### src/ckpb_pkg.sv
// ============================================================================
// ckpb_pkg: shared types and constants for the chroma key pixel blend
// Holds field widths, the configuration register codes, the key color type,
// the pipeline stage map defaults and the threshold tables indexed by tolerance.
// ============================================================================
`default_nettype none

package ckpb_pkg;

    // Field widths.
    localparam int PIX_W   = 8;
    localparam int PCT_W   = 7;
    localparam int DIST_W  = 18;             // sum of three squared 8-bit differences
    localparam int FRAC_W  = 16;             // Q16 fraction bits
    localparam int ROOT_W  = DIST_W / 2 + FRAC_W;
    localparam int FQ_W    = 24;             // far threshold in Q16
    localparam int MNUM_W  = 32;             // 255 * (FQ - D)
    localparam int WNUM_W  = 24;             // weight dividend
    localparam int DEN_W   = 16;             // matte * (100 + defringe)
    localparam int WDEN_W  = DEN_W + 1;      // doubled divisor
    localparam int W_W     = FRAC_W + 1;     // weight, at most 1.0 in Q16
    localparam int MATTE_W = 8;
    localparam int CFG_IDX_W = 8;
    localparam int TOL_N   = 1 << PCT_W;

    // Arithmetic constants.
    localparam int          PCT_BASE  = 100;
    localparam logic [23:0] W_NUM_OFS = 24'd13107200;   // 100 * 2^16 * 2
    localparam logic [W_W-1:0] W_ONE  = W_W'(1 << FRAC_W);
    localparam logic [MATTE_W-1:0] MATTE_FG = 8'd255;
    localparam logic [MATTE_W-1:0] MATTE_BG = 8'd0;

    // Default pipeline shape (bits resolved per stage, and the front stage count).
    localparam int SQRT_STEP_DEF = 2;
    localparam int MDIV_STEP_DEF = 2;
    localparam int WDIV_STEP_DEF = 3;
    localparam int FRONT_STAGES  = 4;

    // Configuration register codes.
    typedef enum logic [CFG_IDX_W-1:0] {
        CFG_KEY_LOW_LUMA     = 8'd0,
        CFG_KEY_LOW_RED      = 8'd1,
        CFG_KEY_LOW_BLUE     = 8'd2,
        CFG_KEY_HIGH_LUMA    = 8'd3,
        CFG_KEY_HIGH_RED     = 8'd4,
        CFG_KEY_HIGH_BLUE    = 8'd5,
        CFG_TOLERANCE        = 8'd6,
        CFG_DEFRINGE         = 8'd7
    } t_cfg_idx;

    // One key color point in Y, Cr, Cb.
    typedef struct packed {
        logic [PIX_W-1:0] luma;
        logic [PIX_W-1:0] red_diff;
        logic [PIX_W-1:0] blue_diff;
    } t_key;

    typedef logic [TOL_N-1:0][25:0]     t_near_tab;
    typedef logic [TOL_N-1:0][34:0]     t_far_tab;
    typedef logic [TOL_N-1:0][FQ_W-1:0] t_fq_tab;

    // (34 * (100 + t))^2, compared against 10^4 * d^2.
    function automatic t_near_tab build_near();
        t_near_tab tab;
        longint    s;
        for (int i = 0; i < TOL_N; i++) begin
            s      = longint'(PCT_BASE + i);
            tab[i] = 26'((34 * s) * (34 * s));
        end
        return tab;
    endfunction

    // (629 * (100 + t))^2, compared against 10^6 * d^2.
    function automatic t_far_tab build_far();
        t_far_tab tab;
        longint   s;
        for (int i = 0; i < TOL_N; i++) begin
            s      = longint'(PCT_BASE + i);
            tab[i] = 35'((629 * s) * (629 * s));
        end
        return tab;
    endfunction

    // Far threshold in Q16, rounded.
    function automatic t_fq_tab build_fq();
        t_fq_tab tab;
        longint  s;
        for (int i = 0; i < TOL_N; i++) begin
            s      = longint'(PCT_BASE + i);
            tab[i] = FQ_W'((629 * s * 65536 + 500) / 1000);
        end
        return tab;
    endfunction

    localparam t_near_tab NEAR_SQ_TABLE = build_near();
    localparam t_far_tab  FAR_SQ_TABLE  = build_far();
    localparam t_fq_tab   FQ_TABLE      = build_fq();

endpackage

`default_nettype wire

### src/ckpb_blend.sv
// ============================================================================
// ckpb_blend: final composite stage
// Keeps the pixel for foreground, substitutes blue for background, and mixes
// partial pixels toward blue with the Q16 weight, rounded and saturated.
// ============================================================================
`default_nettype none

module ckpb_blend (
    input  wire logic                           i_clk,
    input  wire logic                           i_en,
    input  wire logic [ckpb_pkg::W_W-1:0]       i_weight,
    input  wire logic [ckpb_pkg::MATTE_W-1:0]   i_matte,
    input  wire logic [ckpb_pkg::PIX_W-1:0]     i_blue,
    input  wire logic [ckpb_pkg::PIX_W-1:0]     i_green,
    input  wire logic [ckpb_pkg::PIX_W-1:0]     i_red,
    output logic [ckpb_pkg::MATTE_W-1:0]        o_matte,
    output logic [ckpb_pkg::PIX_W-1:0]          o_blue,
    output logic [ckpb_pkg::PIX_W-1:0]          o_green,
    output logic [ckpb_pkg::PIX_W-1:0]          o_red
);
    import ckpb_pkg::*;

    function automatic logic [PIX_W-1:0] sat(input logic [25:0] v);
        logic [9:0] s;
        s = v[25:16];
        return (s > 10'd255) ? 8'hFF : s[7:0];
    endfunction

    logic [W_W-1:0] w_w;
    logic [25:0]    w_sb, w_sg, w_sr;

    // Weighted sums with the blue key color.
    assign w_w  = (i_weight > W_ONE) ? W_ONE : i_weight;
    assign w_sb = 26'(w_w) * 26'(i_blue) + 26'(W_ONE - w_w) * 26'd255 + 26'd32768;
    assign w_sg = 26'(w_w) * 26'(i_green) + 26'd32768;
    assign w_sr = 26'(w_w) * 26'(i_red) + 26'd32768;

    // Output register.
    always_ff @(posedge i_clk) begin
        if (i_en) begin
            o_matte <= i_matte;
            if (i_matte == MATTE_FG) begin
                o_blue  <= i_blue;
                o_green <= i_green;
                o_red   <= i_red;
            end else if (i_matte == MATTE_BG) begin
                o_blue  <= 8'hFF;
                o_green <= '0;
                o_red   <= '0;
            end else begin
                o_blue  <= sat(w_sb);
                o_green <= sat(w_sg);
                o_red   <= sat(w_sr);
            end
        end
    end

endmodule

`default_nettype wire

### config.mk
export PLATFORM = sky130hd
export DESIGN_NAME = ckpb_blend
export DESIGN_NICKNAME = d
export VERILOG_FILES = /design/src/ckpb_pkg.sv /design/src/ckpb_blend.sv
export SDC_FILE = /design/constraint.sdc
export NUM_CORES = 1
export LEC_CHECK = 0
export BUFFER_PORTS_ARGS = -buffer_cell sky130_fd_sc_hd__buf_2
export CAP_MARGIN = 20
export CORE_MARGIN = 4
export CORE_UTILIZATION = 40
export CTS_CLUSTER_SIZE = 30
export DETAILED_ROUTE_END_ITERATION = 8
export PLACE_DENSITY = 0.58
export SKIP_LAST_GASP = 1
export SYNTH_ARGS = -nofsm -noshare
export SYNTH_HDL_FRONTEND = slang
export SYNTH_SLANG_ARGS = --single-unit
### constraint.sdc
create_clock -name i_clk -period 13.55 [get_ports i_clk]
set_input_delay 4.065 -clock i_clk [delete_from_list [all_inputs] [get_ports i_clk]]
set_output_delay 4.065 -clock i_clk [all_outputs]
set_load 0.02 [all_outputs]
# Word-level counts from Yosys, hierarchy flattened
# Cells that the tools add are included.
# Widths: inputs -> output; s select.
# word_totals
register_bits	32
latch_bits	0
ramBits	0
rom_bits	0
input_bits	51
word_cells	29
memories	0
# classes
n_addsub	5
mul	4
n_div	0
order_cmp	4
n_eq_ne	1
shifts	0
muxes	10
n_bitwise	0
n_reduce_logical	1
# op_table
cell	n
$mul 17x8->25	3
$mux 8	9
$add 25x16->26 const B	2
$gt 10x8->1 const B	3
$add 25x26->26	1
$add 26x16->26 const B	1
$mul 18x9->26 const B	1
$sub 17x17->18 const A	1
$gt 17x17->1 const B	1
$mux 17	1
$eq 8x8->1 const B	1
$logic_not 8->1	1

# Depth between registers and ports, before layout
# Gate-level depths: netlist (run 1).
# depth
depth_word	10
depth_mapped	32
depth_no_buf	28

# Least setup slack after synthesis (run 1)
# No wires, ideal clock.
# synth_path
path_type	input to register
start	input port i_weight[16] (netlist bit)
end	register o_blue[0] (netlist bit), data pin
setup_time_ns	0.131
arrival_ns	11.212
slack_ns	2.207
stages	28
path_buffers	4
path_cell_list	buf_2 > buf_1 > nor2b_1 > clkbuf_1 > inv_1 > ha_1 > clkbuf_1 > a21boi_2 > nand3_1 > o21ai_1 > a2bb2o_1 > inv_1 > fa_1 > fa_1 > inv_1 > fa_1 > fa_1 > fa_1 > inv_1 > fa_1 > inv_1 > ha_1 > nand4_1 > o31ai_1 > a31oi_1 > a21oi_1 > mux2i_1 > o22a_1
# synth_between
elab_chain_cells	10
elab_cells_between_ends	11
classes_between	add/sub (3); mul (2); order compare (2); mux (4)
# synth_rtl
element	line	text
from (decl)	ckpb_blend.sv:11	input wire logic [ckpb_pkg::W_W-1:0] i_weight,
$gt 17x17->1	ckpb_blend.sv:33	assign w_w = (i_weight > W_ONE) ? W_ONE : i_weight;
$mux 17 (*)	ckpb_blend.sv:33	
$sub 17x17->18	ckpb_blend.sv:34	assign w_sb = 26'(w_w) * 26'(i_blue) + 26'(W_ONE - w_w) * 26'd255 + 26'd32768;
$mul 18x9->26	ckpb_blend.sv:34	
$add 25x26->26 (*)	ckpb_blend.sv:34	
$add 26x16->26 (*)	ckpb_blend.sv:34	
$gt 10x8->1	ckpb_blend.sv:26	return (s > 10'd255) ? 8'hFF : s[7:0];
$mux 8 (*)	ckpb_blend.sv:26	
$mux 8 (*)	ckpb_blend.sv:46	end else if (i_matte == MATTE_BG) begin
$mux 8 (*)	ckpb_blend.sv:42	if (i_matte == MATTE_FG) begin
to (signal assigned)	ckpb_blend.sv:43	o_blue <= i_blue;
to (signal assigned)	ckpb_blend.sv:51	o_blue <= sat(w_sb);
to (decl)	ckpb_blend.sv:17	output logic [ckpb_pkg::PIX_W-1:0] o_blue,
# Every way passes the cells marked *; elsewhere a longest branch is shown, timed or not.
# A chain may end at the register's enable or synchronous reset.

# Worst setup path after layout (run 1)
# layout_path
start	input port i_weight[2] (netlist bit)
end	register o_blue[2] (netlist bit), data pin
# The elaborated chain is that of the path after synthesis.

==> run_summary.xml, run 1 <==
<?xml version="1.0" encoding="UTF-8"?>
<metrics>
  <group name="pwr">
    <metric name="power_density" unit="mW/mm²">221</metric>
    <metric name="total_power" unit="mW">4.24</metric>
    <metric name="maximum_resistive_drop_on_vdd" unit="V">0.000368</metric>
    <metric name="power_leakage" unit="nW">10.1</metric>
  </group>
  <group name="detailed_routing">
    <metric name="drt_iter0_markers" unit="">779</metric>
    <metric name="drt-wirelength-per-cell" unit="µm">16.6</metric>
    <metric name="wirelength" unit="mm">43.3</metric>
    <metric name="vias" unit="">13200</metric>
    <metric name="detail_route.first_pass.iterations" unit="">7</metric>
    <metric name="detail_route.drc_violations" unit="">0</metric>
    <metric name="antenna_violating_nets_post_route" unit="">0</metric>
    <metric name="detail_route.vias_per_cell" unit="">5.08</metric>
  </group>
  <group name="global_route">
    <metric name="grt_pass1_vias" unit="">14200</metric>
    <metric name="first_pass_grt_wire_length" unit="mm">74.2</metric>
    <metric name="grt_start_max_net_pins" unit="">43</metric>
    <metric name="gr-usage-all-layers" unit="%">18.9</metric>
    <metric name="global_route.overflow_total" unit="">0</metric>
    <metric name="initial_antenna_violation_count" unit="">4</metric>
    <metric name="globalRouteMet2Util" unit="%">31.1</metric>
    <metric name="grt.met1_usage" unit="%">28.2</metric>
    <metric name="top_usage_layer" unit="">met2</metric>
    <metric name="gr-usage-met3" unit="%">1.58</metric>
  </group>
  <group name="floorplanning">
    <metric name="coreArea" unit="mm²">0.0444</metric>
    <metric name="die-height" unit="µm">220</metric>
    <metric name="fp.dieW" unit="µm">220</metric>
    <metric name="floorplan.die_area" unit="mm²">0.0486</metric>
    <metric name="io_pins" unit="">83</metric>
    <metric name="floorplan.initialDensity" unit="%">40.6</metric>
    <metric name="core.rowCount" unit="">77</metric>
  </group>
  <group name="logic_synthesis">
    <metric name="synth-simple-area-share" unit="%">15.9</metric>
    <metric name="synth_top_family_by_area" unit="">adder cells</metric>
    <metric name="synth_async_sr_flop_share" unit="%">0</metric>
    <metric name="synth-main-ff-cell" unit="">edfxtp_1</metric>
    <metric name="synth_top_cell_by_area" unit="">fa_1</metric>
    <metric name="synth-seq-area-share" unit="%">5.33</metric>
    <metric name="synth.yosys.warnings" unit="">0</metric>
    <metric name="number_of_flops_mapped_to_enable_cells_by_yosys" unit="">32</metric>
    <metric name="synthTopCellsByArea" unit="">fa_1 42%, ha_1 15%, inv_1 10%</metric>
    <metric name="yosys-mux-area-fraction" unit="%">0.222</metric>
    <metric name="leading_post_synthesis_cells_by_instance_count" unit="">497 x inv_1, 377 x fa_1, 217 x nand2_1, 213 x ha_1, 129 x and2_1</metric>
    <metric name="synth-seq-cells" unit="">32</metric>
    <metric name="synth_most_common_cell" unit="">inv_1</metric>
    <metric name="synth_xor_area_share" unit="%">2.75</metric>
    <metric name="synth_adder_area_share" unit="%">56.7</metric>
    <metric name="synthCells" unit="">1989</metric>
    <metric name="yosys.cell_types.count" unit="">78</metric>
    <metric name="synth_top_cell_area_share" unit="%">41.8</metric>
    <metric name="post_synth.cell_area_avg" unit="µm²">9.07</metric>
    <metric name="synth_compound_gate_area_share" unit="%">6.60</metric>
    <metric name="synthesis.area" unit="mm²">0.0180</metric>
  </group>
  <group name="setup_path">
    <metric name="critPathSlowestCell" unit="">or4_1</metric>
    <metric name="type_of_element_launching_the_critical_path" unit="">primary input</metric>
    <metric name="critPathCaptureType" unit="">flop</metric>
    <metric name="cp_top_family" unit="">adder cells</metric>
    <metric name="startpoint_to_endpoint_class_of_the_critical_path" unit="">primary input to flop</metric>
    <metric name="worst_path_buf_inv" unit="">5</metric>
    <metric name="delay_of_the_slowest_critical_path_stage" unit="ns">0.68</metric>
    <metric name="cpMostUsedCell" unit="">fa_1</metric>
    <metric name="worst-endpoint-arrival" unit="ns">12.20</metric>
    <metric name="worst_ep_required_time" unit="ns">13.70</metric>
    <metric name="worstPathMaxFanout" unit="">32</metric>
  </group>
  <group name="layout">
    <metric name="filler_cell_count_in_the_final_layout" unit="">4421</metric>
    <metric name="post_route_cells_drive_above_1_share" unit="%">6.90</metric>
    <metric name="register_area" unit="µm²">961</metric>
    <metric name="area_of_the_multi_input_gates" unit="mm²">0.0149</metric>
    <metric name="layout.nets" unit="">2654</metric>
    <metric name="area_growth" unit="%">6.41</metric>
  </group>
  <group name="clock_network">
    <metric name="cts-root-buf" unit="">clkbuf_16</metric>
    <metric name="clkSinkCount" unit="">32</metric>
    <metric name="clock_path_buffers" unit="">2</metric>
    <metric name="cts_made_buffers" unit="">5</metric>
    <metric name="cts_resized" unit="">0</metric>
    <metric name="post-cts-setup-buffer-count" unit="">0</metric>
    <metric name="path_clk_slew" unit="ns">0.06</metric>
    <metric name="cts_tree" unit="">yes</metric>
    <metric name="holdBufCountCts" unit="">0</metric>
    <metric name="cts_htree_levels" unit="">2</metric>
  </group>
  <group name="sta">
    <metric name="hold_violation_total_from_the_final_report" unit="">0</metric>
    <metric name="worstMarginPinSlew" unit="ns">0.977</metric>
    <metric name="min_period" unit="ns">12.04</metric>
    <metric name="finish_stage_setup_viols" unit="">0</metric>
    <metric name="fin_setup_tns" unit="ns">0</metric>
    <metric name="timing_max_transition_violations_final" unit="">0</metric>
    <metric name="maxSlewHeadroom" unit="%">33.2</metric>
    <metric name="fin_crit_sh" unit="%">88.9</metric>
    <metric name="highest_clock_rate" unit="GHz">0.0830</metric>
    <metric name="rsz0062_at_grt" unit="">false</metric>
    <metric name="postLayoutSetupSlackWorst" unit="ns">1.51</metric>
  </group>
  <group name="flow_run">
    <metric name="cap_violations" unit="">0</metric>
  </group>
  <group name="placement">
    <metric name="port_buffer_cells" unit="">82</metric>
    <metric name="detailedPlace.worstSlack" unit="ns">1.30</metric>
    <metric name="place.gp.congestion" unit="">0.891</metric>
    <metric name="place.detailed.hpwl" unit="mm">35.0</metric>
  </group>
  <group name="hold_path">
    <metric name="hp-class" unit="">primary input to flop</metric>
  </group>
  <group name="status">
    <metric name="outcome" unit="">complete, no violations</metric>
  </group>
</metrics>
## cell type report
type	count	area share (%)
Multi-Input combinational cell	1369	77.5
Inverter	501	9.80
Sequential cell	32	5.01
Tap cell	592	3.86
Timing Repair Buffer	104	3.00
Clock buffer	5	0.652
Clock inverter	3	0.196
Antenna cell	3	0.0391
## sequential cells by signal, indices dropped and copies added, names as in the netlist
register	cells
o_blue	8
o_green	8
o_matte	8
o_red	8
## metal layers
layer  share of wire (%)  routed length, µm
met5               0.030                 13
met4                 1.3                582
met3                 5.2               2270
met2                  46              20100
met1                  47              20300
## power by group
part / switching (mW) / leakage (nW) / internal [mW]
clock: 0.0448 / 0.0789 / 0.0855
combinational: 2.23 / 9.72 / 1.68
sequential: 0.0102 / 0.314 / 0.193
total: 2.28 / 10.1 / 1.95
## cell usage in the layout, fill, tap and decap left out, drive strengths merged, types with 18 or more instances in the layout
cell type,count
inv,501
a21oi,39
edfxtp,32
and2,133
ha,213
xor2,18
and3,94
o21ai,24
fa,377
nor2,30
buf,104
nand2,217
xnor2,34
## through the flow
| step | utilization, % | hold slack [ns] | cells | cell area (µm²) |
|---|---|---|---|---|
| finish | 43.2 | 3.99 | 2609 | 19200 |
| global route | 43.2 | 3.98 | 2609 | 19200 |
| CTS | 43.2 | 3.98 | 2606 | 19200 |
| detailed placement | 42.8 | 4.28 | 2598 | 19000 |
| global placement | 42.8 | 4.27 | 2598 | 19000 |
| floorplan | - | 4.16 | 1997 | 18100 |
## worst paths after layout
| check | startpoint | slack (ns) | cells after the start | to |
|---|---|---|---|---|
| max | i_weight[2] | 1.51 | 25 | o_blue[2] |
| min | i_matte[4] | 3.99 | 1 | o_matte[4] |
## kinds of logic (layout without fill, tap and decap cells)
family / count (synthesis) / count (layout)
xor+xnor: 52 / 52
simple gates: 549 / 549
compound gates: 162 / 162
mux: 4 / 4
buf+inv: 596 / 613
flops: 32 / 32
fa+ha+maj: 592 / 592
other cells: 2 / 13
No activity file was read; power rests on OpenSTA's default activity.
==> inputs of run 2 (changes only) <==
- PLACE_DENSITY: 0.58 -> 0.57
==> run_summary.xml, run 2 (synthesis results as in run 1) <==
<?xml version="1.0" encoding="UTF-8"?>
<metrics>
  <group name="sta">
    <metric name="maxSlewHeadroom" unit="%">30.0</metric>
    <metric name="rsz0062_at_grt" unit="">false</metric>
    <metric name="highest_clock_rate" unit="GHz">0.0826</metric>
    <metric name="hold_violation_total_from_the_final_report" unit="">0</metric>
    <metric name="fin_setup_tns" unit="ns">0</metric>
    <metric name="fin_crit_sh" unit="%">89.3</metric>
    <metric name="min_period" unit="ns">12.11</metric>
    <metric name="finish_stage_setup_viols" unit="">0</metric>
    <metric name="timing_max_transition_violations_final" unit="">0</metric>
    <metric name="worstMarginPinSlew" unit="ns">1.02</metric>
  </group>
  <group name="setup_path">
    <metric name="worstPathMaxFanout" unit="">39</metric>
    <metric name="crit_start" unit="">i_weight[2]</metric>
    <metric name="cpMostUsedCell" unit="">fa_1</metric>
    <metric name="delay_of_the_slowest_critical_path_stage" unit="ns">0.68</metric>
    <metric name="critPathCaptureType" unit="">flop</metric>
    <metric name="type_of_element_launching_the_critical_path" unit="">primary input</metric>
    <metric name="worst-endpoint-arrival" unit="ns">12.25</metric>
    <metric name="worst_ep_required_time" unit="ns">13.69</metric>
    <metric name="critPathSlowestCell" unit="">or4_1</metric>
    <metric name="startpoint_to_endpoint_class_of_the_critical_path" unit="">primary input to flop</metric>
  </group>
  <group name="global_route">
    <metric name="grt_start_max_net_pins" unit="">49</metric>
    <metric name="global_route.overflow_total" unit="">0</metric>
    <metric name="grt_pass1_vias" unit="">14200</metric>
    <metric name="gr-usage-all-layers" unit="%">18.8</metric>
    <metric name="first_pass_grt_wire_length" unit="mm">73.7</metric>
    <metric name="initial_antenna_violation_count" unit="">2</metric>
  </group>
  <group name="layout">
    <metric name="filler_cell_count_in_the_final_layout" unit="">4412</metric>
    <metric name="finish.instance_area" unit="mm²">0.0191</metric>
    <metric name="post-route-util" unit="%">43.1</metric>
    <metric name="most-common-layout-cells" unit="">497 x inv_1, 377 x fa_1, 217 x nand2_1</metric>
    <metric name="mostFrequentLayoutCell" unit="">inv_1</metric>
    <metric name="post_route_cells_drive_above_1_share" unit="%">6.76</metric>
    <metric name="layout.nets" unit="">2652</metric>
    <metric name="area_growth" unit="%">6.14</metric>
    <metric name="area_of_the_multi_input_gates" unit="mm²">0.0149</metric>
    <metric name="register_area" unit="µm²">961</metric>
  </group>
  <group name="clock_network">
    <metric name="path_clk_slew" unit="ns">0.05</metric>
    <metric name="post-cts-setup-buffer-count" unit="">0</metric>
    <metric name="cts_made_buffers" unit="">5</metric>
    <metric name="cts_resized" unit="">0</metric>
    <metric name="cts-root-buf" unit="">clkbuf_16</metric>
    <metric name="cts_htree_levels" unit="">2</metric>
    <metric name="clock_path_buffers" unit="">2</metric>
    <metric name="holdBufCountCts" unit="">0</metric>
    <metric name="clkSinkCount" unit="">32</metric>
    <metric name="cts_tree" unit="">yes</metric>
  </group>
  <group name="status">
    <metric name="outcome" unit="">complete, no violations</metric>
  </group>
  <group name="detailed_routing">
    <metric name="drt_iter0_markers" unit="">754</metric>
    <metric name="vias" unit="">13100</metric>
    <metric name="wirelength" unit="mm">43.5</metric>
    <metric name="detail_route.first_pass.iterations" unit="">5</metric>
    <metric name="antenna_violating_nets_post_route" unit="">0</metric>
    <metric name="detail_route.vias_per_cell" unit="">5.05</metric>
    <metric name="drt-wirelength-per-cell" unit="µm">16.7</metric>
    <metric name="detail_route.drc_violations" unit="">0</metric>
  </group>
  <group name="floorplanning">
    <metric name="fp.dieW" unit="µm">220</metric>
    <metric name="floorplan.initialDensity" unit="%">40.6</metric>
    <metric name="floorplan.die_area" unit="mm²">0.0486</metric>
    <metric name="core.rowCount" unit="">77</metric>
    <metric name="coreArea" unit="mm²">0.0444</metric>
    <metric name="die-height" unit="µm">220</metric>
    <metric name="io_pins" unit="">83</metric>
  </group>
  <group name="placement">
    <metric name="place.gp.congestion" unit="">0.883</metric>
    <metric name="port_buffer_cells" unit="">82</metric>
    <metric name="detailed_place.area" unit="mm²">0.0190</metric>
    <metric name="place.detailed.hpwl" unit="mm">35.2</metric>
  </group>
  <group name="pwr">
    <metric name="maximum_resistive_drop_on_vdd" unit="V">0.000358</metric>
    <metric name="power_density" unit="mW/mm²">219</metric>
    <metric name="power_leakage" unit="nW">10.1</metric>
  </group>
  <group name="hold_path">
    <metric name="hp-class" unit="">primary input to flop</metric>
    <metric name="timing.hold.worst.start" unit="">i_matte[3]</metric>
  </group>
  <group name="flow_run">
    <metric name="cap_violations" unit="">0</metric>
  </group>
</metrics>
==> run 2: layer usage <==
metal	track usage [%]	wire length [µm]	up-vias
met5	0	0	-
met4	2.68	609	0
met3	1.87	2050	33
met2	31.1	20300	281
met1	27.6	20500	6738
li1	-	-	6095
==> run 2: area by class of cell <==
cell class	instances	share of cell area [%]
Inverter	501	9.82
Multi-Input combinational cell	1369	77.6
Tap cell	592	3.87
Timing Repair Buffer	102	2.93
Antenna cell	2	0.0261
Sequential cell	32	5.02
Clock inverter	2	0.0392
Clock buffer	5	0.653
==> run 2: critical path, delay by kind of cell <==
kind	cells	cell delay [ns]
adder cells (fa/ha/maj)	7	3.22
AO/OA/AOI/OAI	7	1.62
buffers and inverters	7	0.89
XOR/XNOR	1	0.48
multiplexers	1	0.56
AND/OR/NAND/NOR	4	1.37
==> run 2: path summary, 6_finish.rpt <==
check	endpoint	slack, ns	cells after the start
worst max-delay path	o_blue[4]	1.44	27
worst min-delay path	o_matte[3]	3.99	1
==> run 2: stage by stage <==
step	power (mW)	worst slack [ns]	cells	hold slack [ns]
2_1_floorplan	3.12	2.21	1997	4.16
3_3_place_gp	4.06	1.33	2596	4.27
3_5_place_dp	4.11	1.18	2596	4.27
4_1_cts	4.27	1.44	2603	3.98
5_1_grt	4.86	0.886	2605	3.99
6_report	4.20	1.44	2605	3.99
==> run 2: power breakdown <==
group          internal [mW]  leakage, nW  total [mW]  switching (mW)
sequential             0.193        0.314       0.203         0.00963
clock                 0.0658       0.0648       0.109          0.0435
combinational           1.67         9.71        3.89            2.22
total                   1.93         10.1        4.20            2.27
==> inputs of run 3 (changes only) <==
- ABC_AREA: not set -> 1
- CORE_MARGIN: 4 -> 2
==> run_summary.xml, run 3 <==
<?xml version="1.0" encoding="UTF-8"?>
<metrics>
  <group name="clock_network">
    <metric name="holdBufCountCts" unit="">0</metric>
    <metric name="cts_made_buffers" unit="">5</metric>
    <metric name="cts_htree_levels" unit="">2</metric>
    <metric name="path_clk_slew" unit="ns">0.05</metric>
    <metric name="clock_path_buffers" unit="">2</metric>
    <metric name="cts_resized" unit="">0</metric>
    <metric name="post-cts-setup-buffer-count" unit="">0</metric>
    <metric name="clkSinkCount" unit="">32</metric>
    <metric name="cts-root-buf" unit="">clkbuf_16</metric>
    <metric name="cts_tree" unit="">yes</metric>
  </group>
  <group name="layout">
    <metric name="layout.nets" unit="">2980</metric>
    <metric name="area_growth" unit="%">6.34</metric>
    <metric name="most-common-layout-cells" unit="">598 x inv_1, 442 x nand2_1, 377 x fa_1</metric>
    <metric name="post_route_cells_drive_above_1_share" unit="%">5.39</metric>
    <metric name="mostFrequentLayoutCell" unit="">inv_1</metric>
  </group>
  <group name="global_route">
    <metric name="first_pass_grt_wire_length" unit="mm">82.3</metric>
    <metric name="initial_antenna_violation_count" unit="">3</metric>
    <metric name="grt_start_max_net_pins" unit="">33</metric>
    <metric name="gr-usage-all-layers" unit="%">22.5</metric>
    <metric name="global_route.overflow_total" unit="">0</metric>
    <metric name="grt_pass1_vias" unit="">15500</metric>
  </group>
  <group name="placement">
    <metric name="place.detailed.hpwl" unit="mm">42.5</metric>
    <metric name="place.gp.congestion" unit="">0.896</metric>
    <metric name="port_buffer_cells" unit="">82</metric>
  </group>
  <group name="sta">
    <metric name="maxSlewHeadroom" unit="%">35.6</metric>
    <metric name="worstMarginPinSlew" unit="ns">0.966</metric>
    <metric name="rsz0062_at_grt" unit="">false</metric>
    <metric name="fin_crit_sh" unit="%">88.2</metric>
    <metric name="timing_max_transition_violations_final" unit="">0</metric>
    <metric name="finish_stage_setup_viols" unit="">0</metric>
    <metric name="hold_violation_total_from_the_final_report" unit="">0</metric>
    <metric name="highest_clock_rate" unit="GHz">0.0837</metric>
    <metric name="min_period" unit="ns">11.95</metric>
    <metric name="fin_setup_tns" unit="ns">0</metric>
  </group>
  <group name="detailed_routing">
    <metric name="drt_iter0_markers" unit="">681</metric>
    <metric name="detail_route.vias_per_cell" unit="">4.91</metric>
    <metric name="antenna_violating_nets_post_route" unit="">0</metric>
    <metric name="wirelength" unit="mm">50.6</metric>
    <metric name="drt-wirelength-per-cell" unit="µm">17.2</metric>
    <metric name="vias" unit="">14400</metric>
    <metric name="detail_route.first_pass.iterations" unit="">5</metric>
    <metric name="detail_route.drc_violations" unit="">0</metric>
  </group>
  <group name="logic_synthesis">
    <metric name="synth_async_sr_flop_share" unit="%">0</metric>
    <metric name="synthCells" unit="">2298</metric>
    <metric name="synth-main-ff-cell" unit="">edfxtp_1</metric>
    <metric name="number_of_flops_mapped_to_enable_cells_by_yosys" unit="">32</metric>
    <metric name="synth-seq-cells" unit="">32</metric>
    <metric name="synth_top_cell_by_area" unit="">fa_1</metric>
    <metric name="post_synth.cell_area_avg" unit="µm²">7.94</metric>
    <metric name="synthesis.area" unit="mm²">0.0182</metric>
    <metric name="synth_top_cell_area_share" unit="%">41.4</metric>
    <metric name="leading_post_synthesis_cells_by_instance_count" unit="">598 x inv_1, 442 x nand2_1, 377 x fa_1, 271 x nor2_1, 213 x ha_1</metric>
    <metric name="synth_most_common_cell" unit="">inv_1</metric>
    <metric name="synthTopCellsByArea" unit="">fa_1 41%, ha_1 15%, inv_1 12%</metric>
    <metric name="synth.yosys.warnings" unit="">0</metric>
    <metric name="synth-seq-area-share" unit="%">5.27</metric>
    <metric name="yosys.cell_types.count" unit="">41</metric>
  </group>
  <group name="floorplanning">
    <metric name="io_pins" unit="">83</metric>
    <metric name="coreArea" unit="mm²">0.0452</metric>
    <metric name="fp.dieW" unit="µm">218</metric>
    <metric name="floorplan.die_area" unit="mm²">0.0473</metric>
    <metric name="core.rowCount" unit="">78</metric>
    <metric name="floorplan.initialDensity" unit="%">40.4</metric>
    <metric name="die-height" unit="µm">218</metric>
  </group>
  <group name="hold_path">
    <metric name="hp-class" unit="">primary input to flop</metric>
  </group>
  <group name="setup_path">
    <metric name="type_of_element_launching_the_critical_path" unit="">primary input</metric>
    <metric name="capture_point_of_the_worst_path" unit="">o_blue[5]</metric>
    <metric name="crit_start" unit="">i_weight[16]</metric>
    <metric name="worstPathMaxFanout" unit="">27</metric>
    <metric name="worst-endpoint-arrival" unit="ns">12.03</metric>
    <metric name="worst_ep_required_time" unit="ns">13.62</metric>
    <metric name="startpoint_to_endpoint_class_of_the_critical_path" unit="">primary input to flop</metric>
    <metric name="critPathCaptureType" unit="">flop</metric>
  </group>
  <group name="flow_run">
    <metric name="cap_violations" unit="">0</metric>
  </group>
  <group name="status">
    <metric name="outcome" unit="">complete, no violations</metric>
  </group>
</metrics>
[run 3: final cells by class]
cell class	count	area, µm²
repair buffers	93	513
diodes	2	5.00
clock buffers	5	125
well taps	600	751
multi-input cells	1599	14800
fillers	4647	25800
inverters	608	2280
flip-flops and latches	32	961
[run 3: cells by family after synthesis]
logic type,after synthesis,share of synthesized area [%]
AOI/OAI and AO/OA,153,4.76
buffers and inverters,675,14.0
adders and majority gates,590,56.0
other,2,0.0412
and+or+nand+nor,797,17.3
DFF,32,5.27
xor gates and xnor gates,49,2.64
[run 3: worst min-delay path by stage]
stage	endpoint	startpoint	slack [ns]	cells past startpoint
2_1_floorplan	o_matte[0]	i_matte[0]	4.16	0
3_3_place_gp	o_matte[0]	i_matte[0]	4.27	1
3_5_place_dp	o_matte[0]	i_matte[0]	4.27	1
4_1_cts	o_matte[0]	i_matte[0]	3.93	1
5_1_grt	o_matte[0]	i_matte[0]	3.94	1
6_report	o_matte[0]	i_matte[0]	3.95	1
[run 3: metrics by stage]
step / worst slack, ns / std cells / utilization [%] / instance area [µm²] / hold WS (ns)
CTS: 1.70 / 2936 / 42.9 / 19400 / 3.93
floorplan: 2.09 / 2306 / - / 18300 / 4.16
finish: 1.60 / 2939 / 42.9 / 19400 / 3.95
global route: 0.975 / 2938 / 42.9 / 19400 / 3.94
global placement: 1.53 / 2931 / 42.6 / 19200 / 4.27
detailed placement: 1.37 / 2931 / 42.6 / 19200 / 4.27
[run 3: layer usage]
layer / wire, µm / GRT usage, % / share of wire, %
met1: 22800 / 30.5 / 45
met2: 23700 / 37.6 / 47
met3: 2690 / 2.80 / 5.3
met4: 1380 / 6.80 / 2.7
met5: 26 / 0 / 0.051
[run 3: critical path, cell delays in order]
cell and delay, ns:
buf_2 0.53, nand2_4 0.28, nand2_1 0.54, inv_1 0.44, nor3_4 0.31, o21ai_1 0.16, nor3_1 0.21, xor2_1 0.33
inv_1 0.16, fa_1 0.59, fa_1 0.52, inv_1 0.05, fa_1 0.45, fa_1 0.48, fa_1 0.49, inv_1 0.05
fa_1 0.47, inv_1 0.04, ha_1 0.34, a21o_1 0.20, a31oi_1 0.24, nor2_1 0.06, a2111oi_0 0.53, a21oi_1 0.13
nor2_1 0.13, nand3_1 0.08, nand2_1 0.08, inv_1 0.04
Power of run 3 is left out: the tool's default activity adds up to more than one toggle a clock period on the data nets, which glitch-free logic cannot reach.
